`src/hdl/hprc_pkg.sv`:
```
package hprc_pkg;

  // Configuration register indexes
  typedef enum logic [2:0] {
    REG_HOME_VALUE     = 3'd0,
    REG_GAIN_P         = 3'd1,
    REG_GAIN_I         = 3'd2,
    REG_GAIN_D         = 3'd3,
    REG_INTEGRAL_LIMIT = 3'd4,
    REG_RATE_CAP       = 3'd5
  } cfg_reg_t;

  localparam int unsigned POS_W   = 12;
  localparam int unsigned ERR_W   = 12;
  localparam int unsigned GAIN_W  = 8;
  localparam int unsigned INTEG_W = 16;
  localparam int unsigned RATE_W  = 16;
  localparam int unsigned OUT_W   = 12;

  localparam logic [11:0] HOME_VALUE_RST     = 12'd2580;
  localparam logic [7:0]  GAIN_P_RST         = 8'd5;
  localparam logic [7:0]  GAIN_I_RST         = 8'd0;
  localparam logic [7:0]  GAIN_D_RST         = 8'd0;
  localparam logic [15:0] INTEGRAL_LIMIT_RST = 16'd100;
  localparam logic [11:0] RATE_CAP_RST       = 12'd2000;

  // m_tdata layout
  localparam int unsigned OUT_CCW_BIT  = 0;
  localparam int unsigned OUT_RATE_LSB = 1;
  localparam int unsigned OUT_RATE_MSB = 12;
  localparam int unsigned OUT_HOME_BIT = 13;

  typedef struct packed {
    logic [11:0] home_value;
    logic [7:0]  gain_p;
    logic [7:0]  gain_i;
    logic [7:0]  gain_d;
    logic [15:0] integral_limit;
    logic [11:0] rate_cap;
  } cfg_t;

  // Terms handed from the error stage to the rate stage
  typedef struct packed {
    logic              at_home;
    logic              turn_ccw;
    logic [ERR_W-1:0]  err;
    logic [INTEG_W-1:0] integ;
    logic [RATE_W-1:0] diff;
  } mid_t;

  typedef struct packed {
    logic             at_home;
    logic [OUT_W-1:0] step_rate;
    logic             turn_ccw;
  } res_t;

endpackage

```
`src/hdl/hprc_rate.sv`:
```
module hprc_rate (
  input  hprc_pkg::cfg_t cfg,
  input  hprc_pkg::mid_t mid,
  output hprc_pkg::res_t res
);

  logic [19:0] prod_p;
  logic [23:0] prod_i;
  logic [23:0] prod_d;
  logic [15:0] rate_sum;
  logic [15:0] rate_min1;
  logic [15:0] cap_ext;
  logic [11:0] rate_sat;

  assign prod_p = mid.err * cfg.gain_p;
  assign prod_i = mid.integ * cfg.gain_i;
  assign prod_d = mid.diff * cfg.gain_d;

  // sum wraps at 16 bits
  assign rate_sum = prod_p[15:0] + prod_i[15:0] + prod_d[15:0];

  assign rate_min1 = (rate_sum == 16'd0) ? 16'd1 : rate_sum;
  assign cap_ext   = {4'd0, cfg.rate_cap};
  assign rate_sat  = (rate_min1 > cap_ext) ? cfg.rate_cap : rate_min1[11:0];

  always_comb begin
    res.at_home = mid.at_home;
    if (mid.at_home) begin
      res.turn_ccw  = 1'b0;
      res.step_rate = '0;
    end else begin
      res.turn_ccw  = mid.turn_ccw;
      res.step_rate = rate_sat;
    end
  end

endmodule

```
`src/hdl/homing_pid_rate_controller.sv`:
```
// Homing PID rate controller. Each input word carries one 12-bit position
// sample and a restart flag; each output word carries the turn direction,
// the commanded step rate and an at-home flag. A sample equal to home_value
// gives at_home=1, rate 0 and clears the previous error and the integral.
// Otherwise the error is |position - home_value| (below home turns CCW), the
// integral is clamped at integral_limit, and the rate is
// gain_p*err + gain_i*integ + gain_d*(err - prev_err), wrapped to 16 bits,
// forced to at least 1 and saturated at rate_cap. Throughput is one word per
// clock while the output is not stalled; a result passes from the input
// register through the error stage into the middle register and through the
// rate stage into the output register. The error/integral state closes its
// loop within the error stage (12-bit subtract and a 17-bit add with clamp),
// which is what lets samples follow back to back. Configuration writes are
// always taken (cfg_ready=1) and belong to idle periods; indexes 6 and 7 are
// ignored.
module homing_pid_rate_controller (
  input  logic        clk,
  input  logic        rst,
  // input stream
  input  logic        s_tvalid,
  output logic        s_tready,
  input  logic [15:0] s_tdata,   // [11:0] position, [12] restart, [15:13] zero
  // output stream
  output logic        m_tvalid,
  input  logic        m_tready,
  output logic [15:0] m_tdata,   // [0] turn_ccw, [12:1] step_rate, [13] at_home, [15:14] zero
  // configuration writes
  input  logic        cfg_valid,
  output logic        cfg_ready,
  input  logic [2:0]  cfg_index,
  input  logic [15:0] cfg_data
);

  hprc_pkg::cfg_t cfg;

  // input register
  logic        in_valid;
  logic [11:0] in_pos;
  logic        in_restart;

  // controller state
  logic [11:0] prev_err;
  logic [15:0] err_int;

  // error stage -> rate stage
  logic           mid_valid;
  hprc_pkg::mid_t mid;
  hprc_pkg::mid_t mid_next;

  // output register
  logic           out_valid;
  hprc_pkg::res_t out_res;
  hprc_pkg::res_t res_next;

  logic out_ready;
  logic mid_ready;
  logic in_take;
  logic mid_take;
  logic out_take;

  // error stage signals
  logic        pos_below;
  logic [11:0] err;
  logic [11:0] prev_eff;
  logic [15:0] int_eff;
  logic [16:0] int_sum;
  logic [15:0] integ;

  // Per-stage ready: a stage takes a word when empty or draining.
  assign out_ready = !out_valid || m_tready;
  assign mid_ready = !mid_valid || out_ready;
  assign s_tready  = !in_valid || mid_ready;
  assign in_take   = s_tvalid && s_tready;
  assign mid_take  = in_valid && mid_ready;
  assign out_take  = mid_valid && out_ready;

  assign cfg_ready = 1'b1;

  always_ff @(posedge clk) begin
    if (rst) begin
      cfg.home_value     <= hprc_pkg::HOME_VALUE_RST;
      cfg.gain_p         <= hprc_pkg::GAIN_P_RST;
      cfg.gain_i         <= hprc_pkg::GAIN_I_RST;
      cfg.gain_d         <= hprc_pkg::GAIN_D_RST;
      cfg.integral_limit <= hprc_pkg::INTEGRAL_LIMIT_RST;
      cfg.rate_cap       <= hprc_pkg::RATE_CAP_RST;
    end else if (cfg_valid) begin
      case (hprc_pkg::cfg_reg_t'(cfg_index))
        hprc_pkg::REG_HOME_VALUE:     cfg.home_value     <= cfg_data[11:0];
        hprc_pkg::REG_GAIN_P:         cfg.gain_p         <= cfg_data[7:0];
        hprc_pkg::REG_GAIN_I:         cfg.gain_i         <= cfg_data[7:0];
        hprc_pkg::REG_GAIN_D:         cfg.gain_d         <= cfg_data[7:0];
        hprc_pkg::REG_INTEGRAL_LIMIT: cfg.integral_limit <= cfg_data;
        hprc_pkg::REG_RATE_CAP:       cfg.rate_cap       <= cfg_data[11:0];
        default: begin
        end
      endcase
    end
  end

  // Error stage: direction, |error|, difference and clamped integral.
  // Restart zeroes the state seen by this sample.
  assign pos_below = in_pos < cfg.home_value;
  assign err       = pos_below ? (cfg.home_value - in_pos) : (in_pos - cfg.home_value);
  assign prev_eff  = in_restart ? 12'd0 : prev_err;
  assign int_eff   = in_restart ? 16'd0 : err_int;
  assign int_sum   = {1'b0, int_eff} + {5'd0, err};
  assign integ     = (int_sum > {1'b0, cfg.integral_limit}) ? cfg.integral_limit
                                                            : int_sum[15:0];

  always_comb begin
    mid_next.at_home  = (in_pos == cfg.home_value);
    mid_next.turn_ccw = pos_below;
    mid_next.err      = err;
    mid_next.integ    = integ;
    mid_next.diff     = {4'd0, err} - {4'd0, prev_eff};
  end

  hprc_rate u_rate (
    .cfg (cfg),
    .mid (mid),
    .res (res_next)
  );

  always_ff @(posedge clk) begin
    if (rst) begin
      in_valid  <= 1'b0;
      mid_valid <= 1'b0;
      out_valid <= 1'b0;
      prev_err  <= '0;
      err_int   <= '0;
    end else begin
      if (s_tready) begin
        in_valid <= s_tvalid;
      end
      if (mid_ready) begin
        mid_valid <= in_valid;
      end
      if (out_ready) begin
        out_valid <= mid_valid;
      end
      // state advances as a sample leaves the error stage
      if (mid_take) begin
        if (mid_next.at_home) begin
          prev_err <= '0;
          err_int  <= '0;
        end else begin
          prev_err <= err;
          err_int  <= integ;
        end
      end
    end
  end

  // payload registers
  always_ff @(posedge clk) begin
    if (in_take) begin
      in_pos     <= s_tdata[11:0];
      in_restart <= s_tdata[12];
    end
    if (mid_take) begin
      mid <= mid_next;
    end
    if (out_take) begin
      out_res <= res_next;
    end
  end

  assign m_tvalid = out_valid;
  assign m_tdata  = {2'b00, out_res.at_home, out_res.step_rate, out_res.turn_ccw};

endmodule

```
`config.mk`:
```
export PLATFORM = sky130hd
export DESIGN_NAME = homing_pid_rate_controller
export DESIGN_NICKNAME = d
export VERILOG_FILES = /design/src/hdl/hprc_pkg.sv /design/src/hdl/hprc_rate.sv /design/src/hdl/homing_pid_rate_controller.sv
export SDC_FILE = /design/constraint.sdc
export NUM_CORES = 1
export LEC_CHECK = 0
export ABC_AREA = 1
export BUFFER_PORTS_ARGS = -buffer_cell sky130_fd_sc_hd__buf_4
export CAP_MARGIN = 5
export CORE_ASPECT_RATIO = 2
export CORE_MARGIN = 1.5
export CORE_UTILIZATION = 70
export DETAILED_ROUTE_END_ITERATION = 8
export GPL_ROUTABILITY_DRIVEN = 0
export GPL_TIMING_DRIVEN = 0
export PLACE_DENSITY = 0.89
export RECOVER_POWER = 25
export SLEW_MARGIN = 20
export SYNTH_ARGS = -nofsm -noshare
export SYNTH_HDL_FRONTEND = slang
export SYNTH_SLANG_ARGS = --single-unit
```
`constraint.sdc`:
```
create_clock -name clk -period 14.3 [get_ports clk]
set_input_delay 1.43 -clock clk [delete_from_list [all_inputs] [get_ports clk]]
set_output_delay 1.43 -clock clk [all_outputs]
set_load 0.05 [all_outputs]
```
; ---- Yosys cells after proc, flatten, opt, wreduce, memory -nomap -nowiden
; Index checks and enable logic that the tools add are counted.
[classes]
n_addsub = 6
n_mul = 3
n_lt_le_gt_ge = 3
eq_ne = 6
n_mux = 8
n_reduce_logical = 17
[op_table]
columns = cell, n
row1 = $mux 16, 4
row2 = $mux 12, 4
row3 = $add 16x16->16, 2
row4 = $mul 16x8->16, 2
row5 = $sub 12x12->12, 2
row6 = $add 16x12->17, 1
row7 = $gt 17x16->1, 1
row8 = $gt 16x12->1, 1
row9 = $logic_not 16->1, 1
row10 = $mul 12x8->16, 1
row11 = $sub 12x12->13, 1
row12 = $eq 12x12->1, 1
row13 = $lt 12x12->1, 1
row14 = $reduce_and 2->1, 6
row15 = $eq 3x2->1 const B, 2
row16 = $eq 3x3->1 const B, 2
row17 = $eq 3x1->1 const B, 1
row18 = $logic_and 1x1->1, 3
row19 = $logic_not 1->1, 3
row20 = $logic_not 3->1, 1
row21 = $logic_or 1x1->1, 3
[word_totals]
register_bits = 168
inputBits = 40
output_inout_bits = 19

; ---- Logic depth before layout (Yosys ltp)
; Gate-level depths: netlist of the first run.
[logic_depth]
depth_word = 7
depth_mapped = 41
mapped_depth_nobuf = 38

; ---- Hierarchy
; Synthesis of the first run repeated with hierarchy kept, for this count alone.
[unflattened]
cells_unflattened = 2452
area_unflattened_um2 = 18719.2
[modules_own_cells]
columns = module, instances, cells_each, area_each_um2, seq_area_each_um2
row1 = hprc_rate, 1, 1377, 9753.1, 0.0
row2 = homing_pid_rate_controller, 1, 1075, 8966.1, 4003.8

; ---- Worst setup path before layout of the first run
; Ideal clock, no wire load.
[synth_timing]
path_kind = reg2reg
start = register, netlist name cfg[47]
end = register out_res (netlist bit m_tdata[10]) (data pin)
setup_time_ns = 0.270
t_arrival_ns = 7.032
setup_slack_ns = 6.998
stages_incl_launch_ff = 35
period_less_slack_ns = 7.302
path_cell_list = dfxtp_1 -> clkbuf_1 -> nand2_1 -> fa_1 -> inv_1 -> fa_1 -> inv_1 -> fa_1 -> fa_1 -> inv_1 -> fa_1 -> fa_1 -> fa_1 -> ha_1 -> a21oi_1 -> o21ai_1 -> a21oi_1 -> o21ai_2 -> a21oi_1 -> nand2_1 -> a21boi_1 -> nand2_1 -> nor2_4 -> buf_6 -> a21oi_1 -> ha_1 -> inv_1 -> a21oi_1 -> o21ai_0 -> a21oi_1 -> o221ai_1 -> o21ai_0 -> clkbuf_1 -> nand3_1 -> a21oi_1
[synth_between]
elab_chain_cells = 7
[synth_lines]
columns = element, line
row1 = $mul 12x8->16 *, hprc_rate.sv:15  ; assign prod_p = mid.err * cfg.gain_p;
row2 = $add 16x16->16 * (2 in series), hprc_rate.sv:20  ; assign rate_sum = prod_p[15:0] + prod_i[15:0] + prod_d[15:0];
row3 = $logic_not 16->1, hprc_rate.sv:22  ; assign rate_min1 = (rate_sum == 16'd0) ? 16'd1 : rate_sum;
row4 = $mux 16 *, hprc_rate.sv:22
row5 = $gt 16x12->1, hprc_rate.sv:24  ; assign rate_sat = (rate_min1 > cap_ext) ? cfg.rate_cap : rate_min1[11:0];
row6 = $mux 12 *, hprc_rate.sv:24
row7 = "end signal, assigned", homing_pid_rate_controller.sv:165  ; out_res <= res_next;
row8 = "end, declared", homing_pid_rate_controller.sv:52  ; hprc_pkg::res_t out_res;
; Mark *: on every way between the ends. The rest lies on a longest branch, timed or not.
; A chain may end at the register's enable or synchronous reset.

; ---- Final worst setup path of the first run
[layout_timing]
start = register, netlist name cfg[47]
end = register out_res (netlist bit m_tdata[6]) (data pin)
[layout_between]
elab_chain_cells = 7
[layout_lines]
columns = element, line
row1 = $mul 12x8->16 *, hprc_rate.sv:15
row2 = $add 16x16->16 * (2 in series), hprc_rate.sv:20
row3 = $logic_not 16->1, hprc_rate.sv:22
row4 = $mux 16 *, hprc_rate.sv:22
row5 = $gt 16x12->1, hprc_rate.sv:24
row6 = $mux 12 *, hprc_rate.sv:24
; Marked as above.

==> impl_metrics.csv, run 1 <==
group,metric,value,unit
synthesis,syn_inst,2349,
placed_design,dp.cells,2744,
routing,remaining_drc_errors,0,
clock_network,cts_resized,0,
synthesis,postSynth.asyncResetShare,0,%
placed_design,place_area,0.0191,sq mm
synthesis,ys_seq_elements,165,
layout,final_common_cell,"inv_1",
global_routing,grt_pass1_vias,16900,
flow_run,maxCapViolCount,0,
power,leakagePower,0.0104,uW
floorplanning,num_rows,83,
layout,final_area,0.0196,sq mm
clock_network,cts_tree,"yes",
layout,fin_cells,2776,
outcome,status,"completed",
synthesis,syn-cell-area,0.0182,sq mm
global_routing,grt_busiest_layer,"met2",
routing,drt-initial-drc-count,1281,
critical_path,startpoint_type,"flop",
global_routing,grt_use_total,42.0,%
critical_path,worst-path-max-fanout,10,
sta,fin_tns_setup,0,ns
clock_network,clk_latency,0.45,ns
synthesis,yosys-mux-area-fraction,0,%
layout,utilization,76.3,%
synthesis,syn_area_per_cell,7.75,sq um
floorplanning,core-area,0.0257,sq mm
sta,worst_pin_slew,1.05,ns
floorplanning,fp.dieH,231,um
global_routing,grt_pass1_wl,84000,um
power,power.density,160,mW/mm^2
clock_network,cts_buffers,17,
routing,routed_via_density,5.79,
routing,totalWireLength,53000,um
routing,drtPass1Iterations,7,
clock_network,clock-sinks,165,
sta,maxSlewViolCount,0,
routing,vias,16100,
synthesis,synth_fa_ha_area_share,34.3,%
layout,antennaDiodeCount,0,
sta,hold_viol_final,0,
global_routing,grt_util_met2,71.7,%
sta,rsz0062_at_grt,"false",
clock_network,path_clk_slew,0.07,ns
synthesis,yosysWarningCount,0,
clock_network,holdBufCountCts,0,
critical_path,crit_arrival,9.05,ns
floorplanning,io_pins,59,
layout,nNetsFinal,2826,
critical_path,critPathRequiredTime,14.58,ns
sta,skew,0.0121,ns
floorplanning,die_width,117,um
routing,drtAntennaViolNets,0,
critical_path,critical-path-slowest-cell,"fa_1",
routing,wire_per_inst,19.1,um
sta,finalCriticalPeriod,8.77,ns
synthesis,synth_compound_area_share,8.41,%
clock_network,ctsHtreeMaxLevel,4,
worst_hold_path,hold_path_class,"reg2reg",
synthesis,synth_top_family_by_area,"adder cells",
synthesis,ys_types,47,
global_routing,use_met1,40.3,%
critical_path,crit_path_frequent_cell,"fa_1",
synthesis,ys_seq_area_share,22.0,%
sta,setup_violations,0,
synthesis,synth_edf_count,70,
synthesis,synth_xor_xnor_area_share,2.50,%
sta,post-route-period-util,61.4,%
floorplanning,initial_utilization,71.0,%
global_routing,grt_start_max_net_pins,24,
placed_design,hpwl,41900,um
clock_network,cts_setup_buffers,0,
sta,max_freq,0.114,GHz
critical_path,setup.worst_path.end_class,"flop",
global_routing,antenna_found_initial,0,
power,peakVddDrop,0.000173,V
critical_path,cp_slowest_stage_delay,0.60,ns
floorplanning,die_area,0.0270,sq mm
layout,drive_gt1_share,5.21,%
clock_network,root_buffer,"clkbuf_16",
sta,max_slew_margin,29.4,%
synthesis,synthFlopType,"dfxtp_1",
synthesis,synth_simple_gate_area_share,17.6,%
critical_path,setup.worst_path.class,"reg2reg",
layout,area_growth_syn_to_layout,7.60,%
clock_network,cts.path.max_buffers,2,
global_routing,gr-usage-met3,8.97,%
placed_design,portBuffers,52,
layout,final_cell_mix,"inv_1 (613), nand2_1 (536), fa_1 (227), a21oi_1 (146), ha_1 (136)",
global_routing,overflow,0,
-- registers in the layout (all words and copies together) (netlist names) --
name / flops
prev_err: 12
mid_valid: 1
m_tdata: 14
cfg: 64
m_tvalid: 1
in_restart: 1
in_pos: 12
err_int: 16
mid: 43
in_valid: 1
-- cells by family (layout without fill, tap and decap cells) --
group / Yosys count / count (layout)
other: 2 / 3
AOI/OAI and AO/OA: 279 / 279
DFF: 165 / 165
and+or+nand+nor: 773 / 773
buffers and inverters: 716 / 802
adders and majority gates: 363 / 363
xor gates and xnor gates: 51 / 51
-- synthesized netlist by cell type (all sizes together), types with 7 or more instances --
| cell type | n | area [sq um] |
|---|---|---|
| inv | 618 | 2320 |
| nand2 | 546 | 2070 |
| fa | 227 | 4540 |
| a21oi | 146 | 731 |
| ha | 136 | 1700 |
| dfxtp | 95 | 1900 |
| nand3 | 91 | 465 |
| nor2 | 84 | 333 |
| o21ai | 83 | 419 |
| clkbuf | 74 | 280 |
| edfxtp | 70 | 2100 |
| xor2 | 38 | 340 |
| buf | 20 | 135 |
| and2 | 18 | 113 |
| o211ai | 16 | 120 |
| nand4 | 15 | 93.8 |
| xnor2 | 13 | 114 |
| a21o | 8 | 60.1 |
| nor3 | 8 | 40.0 |
| nor4 | 7 | 50.1 |
-- power by group --
group,internal [uW],total (uW),switching [uW]
clock network,229,424,195
logic,724,2090,1360
registers,583,622,39.0
-- per-layer routing --
metal  share of wire, %  wire (um)
met1                 29      15500
met2                 51      26900
met3                8.0       4210
met4                 12       6380
met5                  0          0
-- final timing paths --
check | from | to | slack (ns) | cells past startpoint
worst max register to register | cfg[47] | m_tdata[6] | 5.53 | 35
worst min-delay path | prev_err[0] | prev_err[0] | 0.46 | 2
worst max-delay path | cfg[47] | m_tdata[6] | 5.53 | 35
worst min register to register | prev_err[0] | prev_err[0] | 0.46 | 2
-- metrics by stage --
| stage | hold slack, ns | worst slack (ns) | total power, uW |
|---|---|---|---|
| 6_report | 0.464 | 5.53 | 3130 |
| 5_1_grt | 0.484 | 5.14 | 3360 |
| 4_1_cts | 0.466 | 5.95 | 3050 |
| 3_5_place_dp | 0.454 | 6.00 | 2610 |
| 3_3_place_gp | 0.448 | 6.15 | 2500 |
| 2_1_floorplan | 0.436 | 7.00 | 2050 |
-- worst max-delay path, delay by kind of cell (launching register included) --
family | cells | cell delay (ns)
adders and majority gates | 9 | 4.28
xor gates and xnor gates | 1 | 0.18
AOI/OAI and AO/OA | 10 | 1.85
DFF | 1 | 0.39
and+or+nand+nor | 8 | 0.69
buffers and inverters | 7 | 1.20
-- final cells by class --
| type | instances | area [sq um] |
|---|---|---|
| multi-input cells | 1469 | 11500 |
| fillers | 1788 | 6070 |
| flip-flops and latches | 165 | 4000 |
| inverters | 622 | 2330 |
| clock buffers | 23 | 458 |
| well taps | 340 | 425 |
| repair buffers | 54 | 418 |
| plain buffers | 94 | 414 |
| clock inverters | 9 | 73.8 |
(Power assumes the default switching activity.)
==> run 2, diff against run 1 <==
- CORE_UTILIZATION: 70 -> 65
- PLACE_DENSITY: 0.89 -> 0.84
- clock period: 14.3 -> 8.5 ns (I/O delays scaled with it)
==> run 2 against run 1 <==
Clock skew up 0.00051 ns. Register-to-register slack worse by 5.2 ns. Non-clock buffer count shrank 10. Total power up 70%. Sequential share of layout area is 0.099 points lower. Critical path type unchanged.
==> impl_metrics.csv, run 2 (same netlist as run 1, synthesis figures left out) <==
group,metric,value,unit
outcome,status,"completed",
floorplanning,num_rows,86,
critical_path,setup.worst_path.class,"reg2reg",
critical_path,critPathTopFamily,"adder cells",
floorplanning,die_width,121,um
power,finalPower,5320,uW
clock_network,holdBufCountCts,0,
clock_network,root_buffer,"clkbuf_16",
global_routing,antenna_found_initial,0,
worst_hold_path,hp-start,"err_int[11]",
layout,multi_input_area,0.0115,sq mm
layout,antennaDiodeCount,0,
critical_path,worst-path-buf-inv,5,
global_routing,grt_start_max_net_pins,24,
global_routing,grt_pass1_vias,16400,
flow_run,maxCapViolCount,0,
layout,nNetsFinal,2816,
layout,fill_cells,2185,
placed_design,place_area,0.0191,sq mm
clock_network,cts_buffers,17,
critical_path,r2r-start,"mid[2]",
layout,reg_top3,"cfg: 64 flops, mid: 43 flops, err_int: 16 flops",
critical_path,worst-path-max-fanout,10,
floorplanning,io_pins,59,
placed_design,post-place-ws,0.120,ns
routing,routed_via_density,5.59,
critical_path,setup.worst_path.end_class,"flop",
layout,area_growth_syn_to_layout,8.15,%
routing,drtAntennaViolNets,0,
clock_network,clock-sinks,165,
global_routing,overflow,0,
sta,finalCriticalPeriod,8.18,ns
power,peakVddDrop,0.000305,V
routing,vias,15500,
floorplanning,initial_utilization,66.1,%
layout,final_common_cell,"inv_1",
critical_path,cp_slowest_stage_delay,0.61,ns
placed_design,portBuffers,52,
routing,drtPass1Iterations,6,
critical_path,critPathRequiredTime,8.77,ns
clock_network,clk_latency,0.45,ns
sta,skew,0.0126,ns
critical_path,crit_arrival,8.46,ns
layout,largest-register,"cfg",
sta,whs,0.463,ns
layout,regArea,0.00401,sq mm
global_routing,grt_pass1_wl,79800,um
sta,maxSlewViolCount,0,
power,power.density,270,mW/mm^2
routing,remaining_drc_errors,0,
clock_network,ctsHtreeMaxLevel,4,
layout,final_cell_mix,"inv_1 (612), nand2_1 (536), fa_1 (227), a21oi_1 (145), ha_1 (136)",
critical_path,crit_path_frequent_cell,"fa_1",
clock_network,path_clk_slew,0.07,ns
sta,max_slew_margin,18.8,%
floorplanning,fp.dieH,240,um
layout,largest_reg_flops,64,
floorplanning,die_area,0.0291,sq mm
sta,hold_viol_final,0,
sta,max_freq,0.122,GHz
sta,worst_pin_slew,1.21,ns
sta,fin_ws,0.317,ns
layout,final_area,0.0197,sq mm
power,leakagePower,0.0105,uW
critical_path,startpoint,"mid[2]",
placed_design,hpwl,41300,um
clock_network,cts_tree,"yes",
sta,post-route-period-util,96.3,%
floorplanning,core-area,0.0275,sq mm
sta,setup_violations,0,
critical_path,critical-path-slowest-cell,"fa_1",
routing,wire_per_inst,18.0,um
worst_hold_path,hold_path_class,"reg2reg",
clock_network,cts_setup_buffers,0,
global_routing,grt_use_total,36.5,%
layout,drive_gt1_share,6.27,%
routing,drt-initial-drc-count,874,
critical_path,startpoint_type,"flop",
clock_network,cts.path.max_buffers,2,
routing,totalWireLength,50000,um
==> run 2: changes by cell type in the layout (fill, tap and decap cells not counted), moves of 2 or more <==
cell | before | now
o21ai_0 | 77 | 75
clkbuf_4 | 15 | 18
clkbuf_1 | 80 | 50
buf_2 | 8 | 11
clkbuf_2 | 2 | 13
clkinvlp_4 | 3 | 0
clkinv_4 | 2 | 0
o21ai_1 | 5 | 7
bufinv_16 | 0 | 3
inv_6 | 2 | 7
==> run 2: tightest hold or removal path: stages, from the launching register on <==
cell and delay [ns]:
dfxtp_1 0.31, nand2_1 0.06, a21oi_1 0.05
==> run 2: area by class of cell <==
| type | instances | area share (%) |
|---|---|---|
| inverters | 622 | 11.9 |
| plain buffers | 84 | 2.08 |
| well taps | 352 | 2.24 |
| repair buffers | 54 | 2.08 |
| clock buffers | 18 | 2.18 |
| clock inverters | 14 | 0.934 |
| multi-input cells | 1469 | 58.3 |
| flip-flops and latches | 165 | 20.3 |
==> run 2: what timing repair did <==
action,CTS,global route
hold endpoints to repair,0,0
endpoints found under the setup margin,0,12
resized for setup,0,50
==> run 2: per-layer routing <==
layer / track usage, % / up-vias / share of wire [%]
li1: - / 7172 / -
met1: 34.5 / 7363 / 30
met2: 66.2 / 703 / 53
met3: 4.64 / 289 / 5.1
met4: 34.4 / 0 / 11
met5: 0 / - / 0
==> run 2: metrics by stage <==
stage	utilization, %	TNS, ns	instances
global route	71.5	-0.00796	2778
CTS	71.5	0	2788
global placement	69.1	0	2754
detailed placement	69.3	0	2756
floorplan	-	0	2350
finish	71.5	0	2778
==> run 2: power breakdown <==
part / total [uW] / switching [uW] / internal [uW] / leakage [uW]
registers: 1060 / 83.3 / 981 / 0.00143
clock network: 815 / 344 / 471 / 0.000305
logic: 3440 / 2190 / 1250 / 0.00873
total: 5320 / 2620 / 2700 / 0.0105
==> run 2: final timing paths <==
path,end,slack (ns),cells past startpoint
worst max-delay path,m_tdata[2],0.32,33
worst min-delay path,err_int[11],0.46,2
worst max register to register,m_tdata[2],0.32,33
worst min register to register,err_int[11],0.46,2
